[src/ffha_pkg.sv]
`timescale 1ns / 1ps
package ffha_pkg;
    localparam logic [31:0] MIN_HOLE_BYTES = 32'd16;
    localparam logic [31:0] LEN_MAX = 32'hFFFF_FFFF;

    // register indexes on the configuration channel
    localparam logic [0:0] REG_BASE   = 1'b0;
    localparam logic [0:0] REG_LENGTH = 1'b1;

    typedef enum logic [2:0] {
        ST_GRANTED  = 3'd0,
        ST_NO_FIT   = 3'd1,
        ST_FREED    = 3'd2,
        ST_FULL     = 3'd3,
        ST_NULL     = 3'd4
    } status_t;

    typedef enum logic [3:0] {
        S_IDLE,
        S_INIT,
        S_ASCAN,
        S_FSCAN,
        S_FREAD_PREV,
        S_FREAD_NEXT,
        S_FDECIDE,
        S_SHIFT_DN,
        S_SHIFT_UP,
        S_WRITE,
        S_DONE
    } state_t;

    localparam logic MODE_ALLOC = 1'b0;
endpackage

[src/ffha_table.sv]
`timescale 1ns / 1ps
// hole table memory: one write port, one registered read port
module ffha_table #(
    parameter int MAX_HOLES = 16,
    parameter int ADDR_BITS = 32,
    parameter int IDX_BITS  = 4
) (
    input  logic                 clk,
    input  logic                 we,
    input  logic [IDX_BITS-1:0]  waddr,
    input  logic [ADDR_BITS-1:0] wstart,
    input  logic [31:0]          wlength,
    input  logic [IDX_BITS-1:0]  raddr,
    output logic [ADDR_BITS-1:0] rstart,
    output logic [31:0]          rlength
);
    logic [ADDR_BITS-1:0] start_mem [MAX_HOLES];
    logic [31:0]          length_mem [MAX_HOLES];

    // write and registered read
    always_ff @(posedge clk)
    begin
        if (we)
        begin
            start_mem[waddr]  <= wstart;
            length_mem[waddr] <= wlength;
        end
        rstart  <= start_mem[raddr];
        rlength <= length_mem[raddr];
    end
endmodule

[src/first_fit_hole_allocator.sv]
`timescale 1ns / 1ps
// first-fit hole allocator
// input channel: in_valid/in_ready carries mode, request_bytes, alignment,
// release_address and release_bytes; one result item per input item leaves on
// out_valid/out_ready with grant_address, grant_bytes and status.
// configuration channel: cfg_valid/cfg_ready, cfg_index 0 region_base,
// 1 region_length; a write reloads the table with one hole over the region.
// the hole table is a memory with one write and one registered read port; a
// sequencer walks it one entry per cycle. an allocate scans until a hole fits
// and that hole is then shrunk or removed; a free scans for its place and then
// merges, inserts a hole or is refused (table full); a null free is answered
// without a scan. the next item is taken at the earliest in the cycle after
// the result is taken. one item is worked on at a time.
// after reset the table holds one hole at base 0 with length 0. the result
// waits in an output register; while out_ready is low the block stays busy
// and takes no new item and no configuration write.
module first_fit_hole_allocator #(
    parameter int MAX_HOLES = 16,
    parameter int ADDR_BITS = 32
) (
    input  logic                 clk,
    input  logic                 rst_n,
    input  logic                 in_valid,
    output logic                 in_ready,
    input  logic                 mode,
    input  logic [31:0]          request_bytes,
    input  logic [31:0]          alignment,
    input  logic [31:0]          release_address,
    input  logic [31:0]          release_bytes,
    output logic                 out_valid,
    input  logic                 out_ready,
    output logic [31:0]          grant_address,
    output logic [31:0]          grant_bytes,
    output logic [2:0]           status,
    input  logic                 cfg_valid,
    output logic                 cfg_ready,
    input  logic [0:0]           cfg_index,
    input  logic [31:0]          cfg_data
);
    import ffha_pkg::*;

    localparam int IDX_BITS = $clog2(MAX_HOLES);
    localparam int CNT_BITS = $clog2(MAX_HOLES + 1);
    localparam logic [CNT_BITS-1:0] CNT_MAX = CNT_BITS'(MAX_HOLES);
    localparam int WIDE = ((ADDR_BITS > 32) ? ADDR_BITS : 32) + 2;

    state_t state_reg, state_next;
    logic [ADDR_BITS-1:0] base_reg, base_next;
    logic [31:0] rlen_reg, rlen_next;
    logic [CNT_BITS-1:0] count_reg, count_next;
    logic [CNT_BITS-1:0] pos_reg, pos_next;
    logic [CNT_BITS-1:0] sh_reg, sh_next;
    logic mode_reg, mode_next;
    logic [32:0] size_reg, size_next;
    logic [ADDR_BITS-1:0] addr_reg, addr_next;
    logic [31:0] len_reg, len_next;
    logic [ADDR_BITS-1:0] ps_reg, ps_next;
    logic [31:0] pl_reg, pl_next;
    logic mp_reg, mp_next;
    logic [31:0] ga_reg, ga_next;
    logic [31:0] gb_reg, gb_next;
    status_t st_reg, st_next;
    logic [ADDR_BITS-1:0] wr_s_reg, wr_s_next;
    logic [31:0] wr_l_reg, wr_l_next;
    logic rd_pend_reg, rd_pend_next;
    logic ov_reg, ov_next;

    logic we;
    logic [IDX_BITS-1:0] waddr, raddr;
    logic [ADDR_BITS-1:0] wstart, rstart;
    logic [31:0] wlength, rlength;

    ffha_table #(.MAX_HOLES(MAX_HOLES), .ADDR_BITS(ADDR_BITS), .IDX_BITS(IDX_BITS)) u_tab (
        .clk(clk), .we(we), .waddr(waddr), .wstart(wstart), .wlength(wlength),
        .raddr(raddr), .rstart(rstart), .rlength(rlength)
    );

    // merge test: (s,l) followed by ns within the minimum gap
    function automatic logic close_gap(input logic [ADDR_BITS-1:0] s,
                                       input logic [31:0] l,
                                       input logic [ADDR_BITS-1:0] ns);
        logic [WIDE-1:0] d;
        logic [WIDE-1:0] dl;
        begin
            d  = WIDE'(ns) - WIDE'(s);
            dl = d - WIDE'(l);
            close_gap = (ns >= s) && (d >= WIDE'(l))
                && (dl < WIDE'(MIN_HOLE_BYTES));
        end
    endfunction

    // saturated length from s to the end of (ns, nl)
    function automatic logic [31:0] span(input logic [ADDR_BITS-1:0] s,
                                         input logic [ADDR_BITS-1:0] ns,
                                         input logic [31:0] nl);
        logic [WIDE-1:0] d;
        logic [WIDE-1:0] t;
        begin
            d = WIDE'(ns) - WIDE'(s);
            t = d + WIDE'(nl);
            if (d >= WIDE'(LEN_MAX) || t > WIDE'(LEN_MAX))
                span = LEN_MAX;
            else
                span = t[31:0];
        end
    endfunction

    assign in_ready  = (state_reg == S_IDLE);
    assign cfg_ready = (state_reg == S_IDLE) && !in_valid;
    assign out_valid = ov_reg;
    assign grant_address = ga_reg;
    assign grant_bytes   = gb_reg;
    assign status        = st_reg;

    // state register
    always_ff @(posedge clk or negedge rst_n)
    begin
        if (!rst_n)
        begin
            state_reg   <= S_INIT;
            base_reg    <= '0;
            rlen_reg    <= '0;
            count_reg   <= '0;
            rd_pend_reg <= 1'b0;
            ov_reg      <= 1'b0;
        end
        else
        begin
            state_reg   <= state_next;
            base_reg    <= base_next;
            rlen_reg    <= rlen_next;
            count_reg   <= count_next;
            rd_pend_reg <= rd_pend_next;
            ov_reg      <= ov_next;
        end
    end

    // working registers
    always_ff @(posedge clk)
    begin
        pos_reg  <= pos_next;
        sh_reg   <= sh_next;
        mode_reg <= mode_next;
        size_reg <= size_next;
        addr_reg <= addr_next;
        len_reg  <= len_next;
        ps_reg   <= ps_next;
        pl_reg   <= pl_next;
        mp_reg   <= mp_next;
        ga_reg   <= ga_next;
        gb_reg   <= gb_next;
        st_reg   <= st_next;
        wr_s_reg <= wr_s_next;
        wr_l_reg <= wr_l_next;
    end

    // sequencer
    always_comb
    begin
        logic [32:0] rnd;
        logic [31:0] am;
        logic        mn;
        logic [ADDR_BITS-1:0] cs;
        logic [31:0] cl;
        state_next = state_reg;
        base_next = base_reg; rlen_next = rlen_reg; count_next = count_reg;
        pos_next = pos_reg; sh_next = sh_reg; mode_next = mode_reg;
        size_next = size_reg; addr_next = addr_reg; len_next = len_reg;
        ps_next = ps_reg; pl_next = pl_reg; mp_next = mp_reg;
        ga_next = ga_reg; gb_next = gb_reg; st_next = st_reg;
        wr_s_next = wr_s_reg; wr_l_next = wr_l_reg;
        rd_pend_next = 1'b0; ov_next = ov_reg;
        we = 1'b0; waddr = '0; wstart = '0; wlength = '0;
        raddr = pos_reg[IDX_BITS-1:0];
        am = alignment - 32'd1;
        rnd = {1'b0, request_bytes} + {1'b0, am};
        mn = 1'b0; cs = '0; cl = '0;
        case (state_reg)
            S_INIT:
            begin
                we = 1'b1; waddr = '0; wstart = base_reg; wlength = rlen_reg;
                count_next = CNT_BITS'(1);
                state_next = S_IDLE;
            end
            S_IDLE:
            begin
                if (cfg_valid && cfg_ready)
                begin
                    if (cfg_index == REG_BASE)
                        base_next = ADDR_BITS'(cfg_data);
                    else
                        rlen_next = cfg_data;
                    state_next = S_INIT;
                end
                else if (in_valid)
                begin
                    mode_next = mode;
                    ga_next = '0; gb_next = '0;
                    addr_next = ADDR_BITS'(release_address);
                    len_next = release_bytes;
                    pos_next = '0; raddr = '0; rd_pend_next = 1'b1;
                    mp_next = 1'b0;
                    if (alignment == 32'd0)
                        size_next = {1'b0, request_bytes};
                    else
                        size_next = rnd & {1'b1, ~am};
                    if (mode == MODE_ALLOC)
                    begin
                        st_next = ST_NO_FIT;
                        state_next = S_ASCAN;
                    end
                    else if (ADDR_BITS'(release_address) == '0)
                    begin
                        st_next = ST_NULL;
                        state_next = S_DONE;
                    end
                    else
                    begin
                        st_next = ST_FREED;
                        state_next = S_FSCAN;
                    end
                end
            end
            S_ASCAN:
            begin
                // read data for pos_reg valid when rd_pend_reg
                if (size_reg[32] || pos_reg >= count_reg)
                    state_next = S_DONE;
                else if (rd_pend_reg)
                begin
                    if ({1'b0, rlength} >= size_reg)
                    begin
                        ga_next = 32'(rstart);
                        st_next = ST_GRANTED;
                        if (rlength - size_reg[31:0] < MIN_HOLE_BYTES)
                        begin
                            gb_next = rlength;
                            sh_next = pos_reg;
                            raddr = IDX_BITS'(pos_reg + 1'b1);
                            state_next = S_SHIFT_DN;
                            rd_pend_next = 1'b1;
                        end
                        else
                        begin
                            gb_next = size_reg[31:0];
                            we = 1'b1; waddr = pos_reg[IDX_BITS-1:0];
                            wstart = rstart + ADDR_BITS'(size_reg[31:0]);
                            wlength = rlength - size_reg[31:0];
                            state_next = S_DONE;
                        end
                    end
                    else
                    begin
                        pos_next = pos_reg + 1'b1;
                        raddr = IDX_BITS'(pos_reg + 1'b1);
                        rd_pend_next = 1'b1;
                    end
                end
                else
                    rd_pend_next = 1'b1;
            end
            S_SHIFT_DN:
            begin
                // entry sh+1 read out, write into sh
                if (sh_reg + 1'b1 >= count_reg)
                begin
                    count_next = count_reg - 1'b1;
                    state_next = S_DONE;
                end
                else if (rd_pend_reg)
                begin
                    we = 1'b1; waddr = sh_reg[IDX_BITS-1:0];
                    wstart = rstart; wlength = rlength;
                    sh_next = sh_reg + 1'b1;
                    raddr = IDX_BITS'(sh_reg + 2'd2);
                    rd_pend_next = 1'b1;
                end
                else
                begin
                    raddr = IDX_BITS'(sh_reg + 1'b1);
                    rd_pend_next = 1'b1;
                end
            end
            S_FSCAN:
            begin
                // find first hole with start > addr, remembering predecessor
                if (pos_reg >= count_reg)
                    state_next = S_FDECIDE;
                else if (rd_pend_reg)
                begin
                    if (rstart <= addr_reg)
                    begin
                        ps_next = rstart; pl_next = rlength; mp_next = 1'b1;
                        pos_next = pos_reg + 1'b1;
                        raddr = IDX_BITS'(pos_reg + 1'b1);
                        rd_pend_next = 1'b1;
                    end
                    else
                    begin
                        wr_s_next = rstart; wr_l_next = rlength;
                        state_next = S_FDECIDE;
                    end
                end
                else
                    rd_pend_next = 1'b1;
            end
            S_FDECIDE:
            begin
                // ps/pl = predecessor (if mp), wr_s/wr_l = successor (if pos<count)
                if (mp_reg && close_gap(ps_reg, pl_reg, addr_reg))
                begin
                    cs = ps_reg; cl = span(ps_reg, addr_reg, len_reg);
                end
                else
                begin
                    cs = addr_reg; cl = len_reg;
                end
                mn = (pos_reg < count_reg) && close_gap(cs, cl, wr_s_reg);
                if (mp_reg && close_gap(ps_reg, pl_reg, addr_reg))
                begin
                    we = 1'b1;
                    waddr = IDX_BITS'(pos_reg - 1'b1);
                    wstart = cs;
                    wlength = mn ? span(cs, wr_s_reg, wr_l_reg) : cl;
                    if (mn)
                    begin
                        sh_next = pos_reg;
                        raddr = IDX_BITS'(pos_reg + 1'b1);
                        rd_pend_next = 1'b1;
                        state_next = S_SHIFT_DN;
                    end
                    else
                        state_next = S_DONE;
                end
                else if (mn)
                begin
                    we = 1'b1; waddr = pos_reg[IDX_BITS-1:0];
                    wstart = addr_reg;
                    wlength = span(addr_reg, wr_s_reg, wr_l_reg);
                    state_next = S_DONE;
                end
                else if (count_reg >= CNT_MAX)
                begin
                    st_next = ST_FULL;
                    state_next = S_DONE;
                end
                else
                begin
                    sh_next = count_reg;
                    state_next = S_SHIFT_UP;
                    if (count_reg != '0)
                        raddr = IDX_BITS'(count_reg - 1'b1);
                    rd_pend_next = 1'b1;
                end
            end
            S_SHIFT_UP:
            begin
                // move entry sh-1 to sh while sh > pos, then write new hole
                if (sh_reg <= pos_reg)
                begin
                    we = 1'b1; waddr = pos_reg[IDX_BITS-1:0];
                    wstart = addr_reg; wlength = len_reg;
                    count_next = count_reg + 1'b1;
                    state_next = S_DONE;
                end
                else if (rd_pend_reg)
                begin
                    we = 1'b1; waddr = sh_reg[IDX_BITS-1:0];
                    wstart = rstart; wlength = rlength;
                    sh_next = sh_reg - 1'b1;
                    raddr = IDX_BITS'(sh_reg - 2'd2);
                    rd_pend_next = 1'b1;
                end
                else
                begin
                    raddr = IDX_BITS'(sh_reg - 1'b1);
                    rd_pend_next = 1'b1;
                end
            end
            S_DONE:
            begin
                ov_next = 1'b1;
                state_next = S_WRITE;
            end
            S_WRITE:
            begin
                // hold result until taken
                if (out_ready)
                begin
                    ov_next = 1'b0;
                    state_next = S_IDLE;
                end
            end
            default:
            begin
                state_next = S_IDLE;
            end
        endcase
    end
endmodule

[config.mk]
export PLATFORM = sky130hd
export DESIGN_NAME = first_fit_hole_allocator
export DESIGN_NICKNAME = d
export VERILOG_FILES = /design/src/ffha_pkg.sv /design/src/ffha_table.sv /design/src/first_fit_hole_allocator.sv
export SDC_FILE = /design/constraint.sdc
export NUM_CORES = 2
export LEC_CHECK = 0
export BUFFER_PORTS_ARGS = -buffer_cell sky130_fd_sc_hd__buf_2
export CAP_MARGIN = 20
export CORE_UTILIZATION = 44
export CTS_BUF_LIST = sky130_fd_sc_hd__clkbuf_2 sky130_fd_sc_hd__clkbuf_4 sky130_fd_sc_hd__clkbuf_8
export CTS_CLUSTER_SIZE = 8
export DETAILED_ROUTE_END_ITERATION = 6
export PLACE_DENSITY_LB_ADDON = 0.05
export SYNTH_ARGS = -nofsm -noshare
export SYNTH_HDL_FRONTEND = slang
export SYNTH_HIERARCHICAL = 1
export SYNTH_SLANG_ARGS = --single-unit
[constraint.sdc]
create_clock -name clk -period 19.1 [get_ports clk]
set_clock_uncertainty 0.1 [all_clocks]
set_input_delay 0.955 -clock clk [delete_from_list [all_inputs] [get_ports clk]]
set_output_delay 0.955 -clock clk [all_outputs]
set_load 0.02 [all_outputs]
# --- After elaboration in Yosys (flattened, before gate mapping) ---
# Memories as Yosys holds them, arrays and structs flattened. A register that Yosys moved wholly into a read port is not among the register bits.
# Cells that the tools add are included.
totals:
  ff_bits: 378
  ramBits: 1024
  inputBits: 167
  output_inout_bits: 70
  word_cells: 300
  memories: 2
mem_list:
  columns: ["name", "words", "width", "rd", "rd_ports_with_merged_regs", "write_ports", "line_no", "text"]
  rows:
  - ["u_tab.length_mem", 16, 32, 1, 1, 1, "ffha_table.sv:18", "logic [31:0] length_mem [MAX_HOLES];"]
  - ["u_tab.start_mem", 16, 32, 1, 1, 1, "ffha_table.sv:17", "logic [ADDR_BITS-1:0] start_mem [MAX_HOLES];"]
op_classes:
  add_sub_neg: 20
  n_lt_le_gt_ge: 20
  n_eq_ne: 36
  muxes: 159
  bitwise: 6
  n_reduce_logical: 37
op_table:
  columns: ["op", "n"]
  rows:
  - ["32-bit 2-to-1 mux", 36]
  - ["32-bit one-hot mux with 5 select lines", 2]
  - ["4-bit 2-to-1 mux", 43]
  - ["32-bit one-hot mux with 2 select lines", 2]
  - ["5-bit 2-to-1 mux", 22]
  - ["34-bit by 32-bit greater-or-equal comparator with 1-bit output, second input constant", 3]
  - ["34-bit by 32-bit > comparator with 1-bit output, second input constant", 3]
  - ["32-bit by 32-bit subtractor with 33-bit output", 3]
  - ["33-bit by 33-bit adder with 34-bit output", 2]
  - ["34-bit by 32-bit greater-or-equal comparator with 1-bit output", 2]
  - ["34-bit by 5-bit less-than comparator with 1-bit output, second input constant", 2]
  - ["32-bit greater-or-equal comparator", 2]
  - ["32-bit logical NOT", 2]
  - ["2-bit inequality test, second input constant", 20]
  - ["34-bit by 32-bit adder with 34-bit output", 1]
  - ["33-bit by 33-bit subtractor with 34-bit output", 1]
  - ["34-bit by 32-bit subtractor with 34-bit output", 1]
  - ["32-bit by 32-bit adder with 33-bit output", 1]
  - ["33-bit bitwise AND", 1]
  - ["32-bit by 33-bit greater-or-equal comparator with 1-bit output", 1]
  - ["32-bit adder", 1]
  - ["32-bit less-or-equal comparator", 1]
  - ["32-bit by 5-bit less-than comparator with 1-bit output, second input constant", 1]
  - ["32-bit NOT", 1]
  - ["45 further kinds", 124]

# --- Longest topological paths before layout ---
depth:
  ltp_word: 17
  ltp_mapped: 60
  ltp_nobuf: 53

# --- By module ---
# The synthesis kept the hierarchy.
by_module_without_submodules:
  columns: ["mod", "n_inst", "cells_per_inst", "area_per_inst_um2", "seq_area_each_um2"]
  rows:
  - ["ffha_table", 1, 1647, 39555.4, 32030.7]
  - ["first_fit_hole_allocator", 1, 4628, 39337.7, 10976.8]

# --- Worst setup path before layout ---
# No wires, ideal clock.
synth_timing:
  path_kind: "register to register"
  startpoint: "reg addr_reg[1]"
  endpoint: "mem u_tab.length_mem[8][0] (enable)"
  setup_ns: 0.565
  arrival_ns: 15.898
  required_time_ns: 18.435
  setup_slack_ns: 2.537
  stages_incl_launch_ff: 52
  n_path_buf: 4
  period_less_slack_ns: 16.563
  path_cell_list: "edfxtp_1 ha_1 nor2b_1 o31a_1 o21a_1 o21ai_0 a2111o_1 a211oi_1 or3_1 and2_1 ha_1 clkbuf_1 nand2_1 o21a_1 o221ai_1 or2_2 a21oi_1 a2111o_1 [... 16 more ...] xor2_1 inv_1 ha_1 clkbuf_1 nand2b_1 nor2_1 nor4_1 nand4b_1 or4_1 nor4_1 nand4b_1 or4_1 nor4_2 o21ai_1 o21ai_0 a221o_1 nand3b_1 nor3_1"
synth_between:
  elab_cells_between_ends: 33
  classes_between: "add/sub: 5; order compare: 8; mux: 13; reduce/logical: 7"
synth_rtl:
  columns: ["element", "line_no", "text"]
  rows:
  - ["start, declared", "first_fit_hole_allocator.sv:55", "logic [ADDR_BITS-1:0] addr_reg, addr_next;"]
  - ["start signal, assigned", "first_fit_hole_allocator.sv:145", "addr_reg <= addr_next;"]
  - ["32-bit by 32-bit subtractor with 33-bit output", "first_fit_hole_allocator.sv:85, first_fit_hole_allocator.sv:99", null]
  - ["33-bit by 33-bit subtractor with 34-bit output or 34-bit by 32-bit greater-or-equal comparator with 1-bit output (tied branches)", "first_fit_hole_allocator.sv:86, first_fit_hole_allocator.sv:87", null]
  - ["34-bit by 5-bit less-than comparator with 1-bit output or 1-bit logical AND (tied branches)", "first_fit_hole_allocator.sv:88, first_fit_hole_allocator.sv:87", null]
  - ["1-bit logical AND", "first_fit_hole_allocator.sv:88", "&& (dl < WIDE'(MIN_HOLE_BYTES));"]
  - ["1-bit logical AND", "first_fit_hole_allocator.sv:310, first_fit_hole_allocator.sv:319", null]
  - ["32-bit 2-to-1 mux", "first_fit_hole_allocator.sv:310", "if (mp_reg && close_gap(ps_reg, pl_reg, addr_reg))"]
  - ["32-bit 2-to-1 mux", "first_fit_hole_allocator.sv:178", "case (state_reg)"]
  - ["32-bit by 32-bit subtractor with 33-bit output", "first_fit_hole_allocator.sv:85", "d = WIDE'(ns) - WIDE'(s);"]
  - ["34-bit by 32-bit subtractor with 34-bit output or 34-bit by 32-bit greater-or-equal comparator with 1-bit output (tied branches)", "first_fit_hole_allocator.sv:86, first_fit_hole_allocator.sv:87", null]
  - ["34-bit by 5-bit less-than comparator with 1-bit output or 1-bit logical AND (tied branches)", "first_fit_hole_allocator.sv:88, first_fit_hole_allocator.sv:87", null]
  - ["1-bit logical AND", "first_fit_hole_allocator.sv:88", null]
  - ["1-bit logical AND", "first_fit_hole_allocator.sv:318", "mn = (pos_reg < count_reg) && close_gap(cs, cl, wr_s_reg);"]
  - ["4-bit 2-to-1 mux", "first_fit_hole_allocator.sv:335", "else if (mn)"]
  - ["4-bit 2-to-1 mux (*)", "first_fit_hole_allocator.sv:319", "if (mp_reg && close_gap(ps_reg, pl_reg, addr_reg))"]
  - ["4-bit one-hot mux with 4 select lines (*)", "first_fit_hole_allocator.sv:178", null]
  - ["net waddr[3]", "first_fit_hole_allocator.sv:69", "logic [IDX_BITS-1:0] waddr, raddr;"]
  - ["end, declared", "ffha_table.sv:18", null]
# The timed path passes the listed nets; every way through them passes the cells marked *. The select of a mux whose other input is x is not followed.

# --- Worst setup path after layout ---
layout_timing:
  startpoint: "reg addr_reg[0]"
  endpoint: "reg u_tab.rlength[28], read port of u_tab.length_mem"
layout_between:
  elab_chain_len: 15
  elab_cells_between_ends: 33
  classes_between: "add/sub: 5; order compare: 9; mux: 12; reduce/logical: 7"
layout_lines:
  columns: ["element", "line_no", "text"]
  rows:
  - ["32-bit by 32-bit subtractor with 33-bit output", "first_fit_hole_allocator.sv:85, first_fit_hole_allocator.sv:99", null]
  - ["33-bit by 33-bit subtractor with 34-bit output or 34-bit by 32-bit greater-or-equal comparator with 1-bit output (tied branches)", "first_fit_hole_allocator.sv:86, first_fit_hole_allocator.sv:87", null]
  - ["34-bit by 5-bit less-than comparator with 1-bit output or 1-bit logical AND (tied branches)", "first_fit_hole_allocator.sv:88, first_fit_hole_allocator.sv:87", null]
  - ["1-bit logical AND", "first_fit_hole_allocator.sv:88", null]
  - ["1-bit logical AND", "first_fit_hole_allocator.sv:310, first_fit_hole_allocator.sv:319", null]
  - ["32-bit 2-to-1 mux", "first_fit_hole_allocator.sv:310", null]
  - ["32-bit 2-to-1 mux", "first_fit_hole_allocator.sv:178", null]
  - ["32-bit by 32-bit subtractor with 33-bit output", "first_fit_hole_allocator.sv:85", null]
  - ["34-bit by 32-bit subtractor with 34-bit output or 34-bit by 32-bit greater-or-equal comparator with 1-bit output (tied branches)", "first_fit_hole_allocator.sv:86, first_fit_hole_allocator.sv:87", null]
  - ["34-bit by 5-bit less-than comparator with 1-bit output or 1-bit logical AND (tied branches)", "first_fit_hole_allocator.sv:88, first_fit_hole_allocator.sv:87", null]
  - ["1-bit logical AND", "first_fit_hole_allocator.sv:88", null]
  - ["1-bit logical AND", "first_fit_hole_allocator.sv:318", null]
  - ["4-bit 2-to-1 mux (on tied branches)", "first_fit_hole_allocator.sv:335, first_fit_hole_allocator.sv:325", null]
  - ["4-bit 2-to-1 mux", "first_fit_hole_allocator.sv:319", null]
  - ["4-bit one-hot mux with 6 select lines (*)", "first_fit_hole_allocator.sv:178", null]
  - ["net raddr[3]", "first_fit_hole_allocator.sv:69", null]
  - ["end, declared", "ffha_table.sv:15", "output logic [31:0] rlength"]
# Marks and branches as above.
# A chain may end at the register's enable or synchronous reset.

==> results.cfg <==
[critical_path]
crit_start = addr_reg[0]
r2r-start = addr_reg[0]
cp.arrival_ns = 18.88
critPathMostFrequentCell = a21oi_1
critPathMaxFanout = 40
end_kind = register
regToRegSetupSlack_ns = 1.05
cp_slowest_cell = a21oi_1
r2r_cells = 53
worstPathRequired_ns = 19.93
start_kind = register
cpPeakStageDelay_ns = 0.78
crit_type = reg -> reg

[detailed_routing]
vias_per_cell = 6.28
drt_iter0_drc = 6653
drt.antenna.violating_nets = 0
first_pass_iters = 7
wl_per_cell_um = 32.0
post-route-drc-count = 14
vias = 58931
finalWirelength_um = 300000

[min_path]
min_path_type = in -> reg
worstHoldStart = release_address[28]
whs_path_depth = 1

[die]
die_w_um = 425
die_y_um = 425
ios = 237
initial_core_util_pct = 44.3
dieArea_sq_um = 181000
core_area_sq_um = 178000
num_rows = 155

[logic_synthesis]
synth_seq_area_share_pct = 54.5
async_flop_share_pct = 5.12
synth_area_sq_um = 78900
synthTopCellsByCount = edfxtp_1, nor2_1, ha_1, nand2_1, a21oi_1
synth_cell_types = 97
synth_flop_cell = edfxtp_1
synth-seq-cells = 1466
syn-instance-count = 6275
syn_nets = 6862
synth_top_area_cell = edfxtp_1
synth_warnings = 6
synth.most_common_cell = edfxtp_1
synth_top_area_share_pct = 50.5
synth_area_leaders = edfxtp_1, mux4_2, ha_1, dfrtp_1, a21oi_1
synth_area_per_cell_sq_um = 12.6
synth-edff-count = 1327

[sta]
finalHoldViolations = 0
tightestPinTransition_ns = 1.25
fmax_mhz = 55.4
setup_tns_ns = 0
slew-limit-headroom_pct = 16.8
min_period_ns = 18.05
timing.final.crit_share_pct = 94.5
setup_viol = 0
drv_slew = 0
rsz0062_at_grt = false

[cells_and_area]
syn_to_final_growth_pct = 14.5
final_layout_size_suffix_gt1_share_pct = 19.2
fin_nets = 7414
fillers = 15689
multi_input_area_sq_um = 34000
seqCellArea_sq_um = 43000

[outcome]
outcome = finished, violations left
violations = DRC

[job]
maxCapViolCount = 0

[clock_tree]
cts_tree = built
post_cts_buffers = 0
numCtsBuffers = 276
clk_path_buf_depth = 4
htree_levels = 5
clkSinkCount = 1466
clk_pin_slew_ns = 0.06
cts_root_buffer = clkbuf_8
insertion_delay_ns = 1.04

[grt]
overflow = 0
antenna_found_initial = 13
grt_pass1_wl_um = 417000
grt_pass1_vias = 55840
grt_max_degree = 72
track_usage_pct = 32.5

[power_and_ir_drop]
total_power_mw = 15.0
p_per_area_nw_per_um2 = 166
p_leak_nw = 33.9
ir_drop_mv = 0.281

[place]
hpwl_um = 221000
place.gp.congestion = 1.02
portBuffers = 236
-- layout by cell type, fill, tap and decap left out, types with 150 or more instances in the layout --
cell,n
xnor2_1,150
a21o_1,163
buf_2,235
a21oi_1,354
edfxtp_1,1327
nor2_1,401
ha_1,411
mux4_2,256
inv_1,293
o21ai_0,216
clkbuf_8,302
nand2_1,371
buf_4,203
-- critical path, delay by kind of cell, from the launching register on --
family / cells / cell delay, ns
buffers and inverters: 6 / 1.65
AOI/OAI and AO/OA: 23 / 6.82
adders and majority gates: 5 / 2.04
and+or+nand+nor: 17 / 5.76
xor gates and xnor gates: 2 / 0.94
DFF: 1 / 0.44
-- timing repair --
item | in CTS | in global routing
hold buffers | 49 | 0
setup endpoints to repair | 0 | 137
hold endpoints to repair | 74 | 0
resized for setup | 0 | 1
-- path summary, 6_finish.rpt --
| kind | end |
|---|---|
| min in group asynchronous | out_valid |
| worst max register to register | u_tab/rlength[28] |
| worst min register to register | base_reg[18] |
| worst min-delay path | addr_reg[28] |
| max in group asynchronous | rlen_reg[22] |
| worst max-delay path | u_tab/rlength[28] |
-- per-stage QoR --
step,instances,area [sq um],utilization [%],hold slack (ns),setup WS [ns]
floorplan,6275,78900,-,0.346,2.54
global placement,8842,84300,47.3,0.393,1.18
detailed placement,8847,84300,47.3,0.398,1.18
CTS,9364,90200,50.6,0.00398,1.07
global route,9373,90300,50.7,0.0346,0.0732
finish,9377,90300,50.7,0.0817,1.05
-- metal layers --
layer  part of all wire [%]  global-route usage [%]  vias to the layer above
met1                     41                    43.5                    29796
met2                     46                    51.7                     2708
met4                    5.4                    15.9                        6
li1                       -                       -                    25834
met5                  0.011                       0                        -
met3                    6.6                    4.60                      587
-- cell families after synthesis --
| kind of cell | synth area share, % |
|---|---|
| fa+ha+maj | 6.75 |
| xor+xnor | 2.70 |
| simple gates | 9.99 |
| compound gates | 14.3 |
| flops | 54.5 |
| buf+inv | 2.72 |
| mux | 9.00 |
-- report_power, final --
group / switching, mW / internal, mW
clock network: 1.34 / 1.74
logic: 4.48 / 2.86
registers: 0.453 / 4.15
total: 6.27 / 8.75
-- area by class of cell --
type / instances / area share [%]
antenna: 5 / 0.0139
clock buffer: 400 / 5.41
multi-input combinational: 4272 / 37.7
tap: 2355 / 3.26
timing repair buffer: 518 / 4.18
inverter: 293 / 1.22
sequential: 1466 / 47.6
clock inverter: 68 / 0.585
Power figures use the tool's default switching activity.
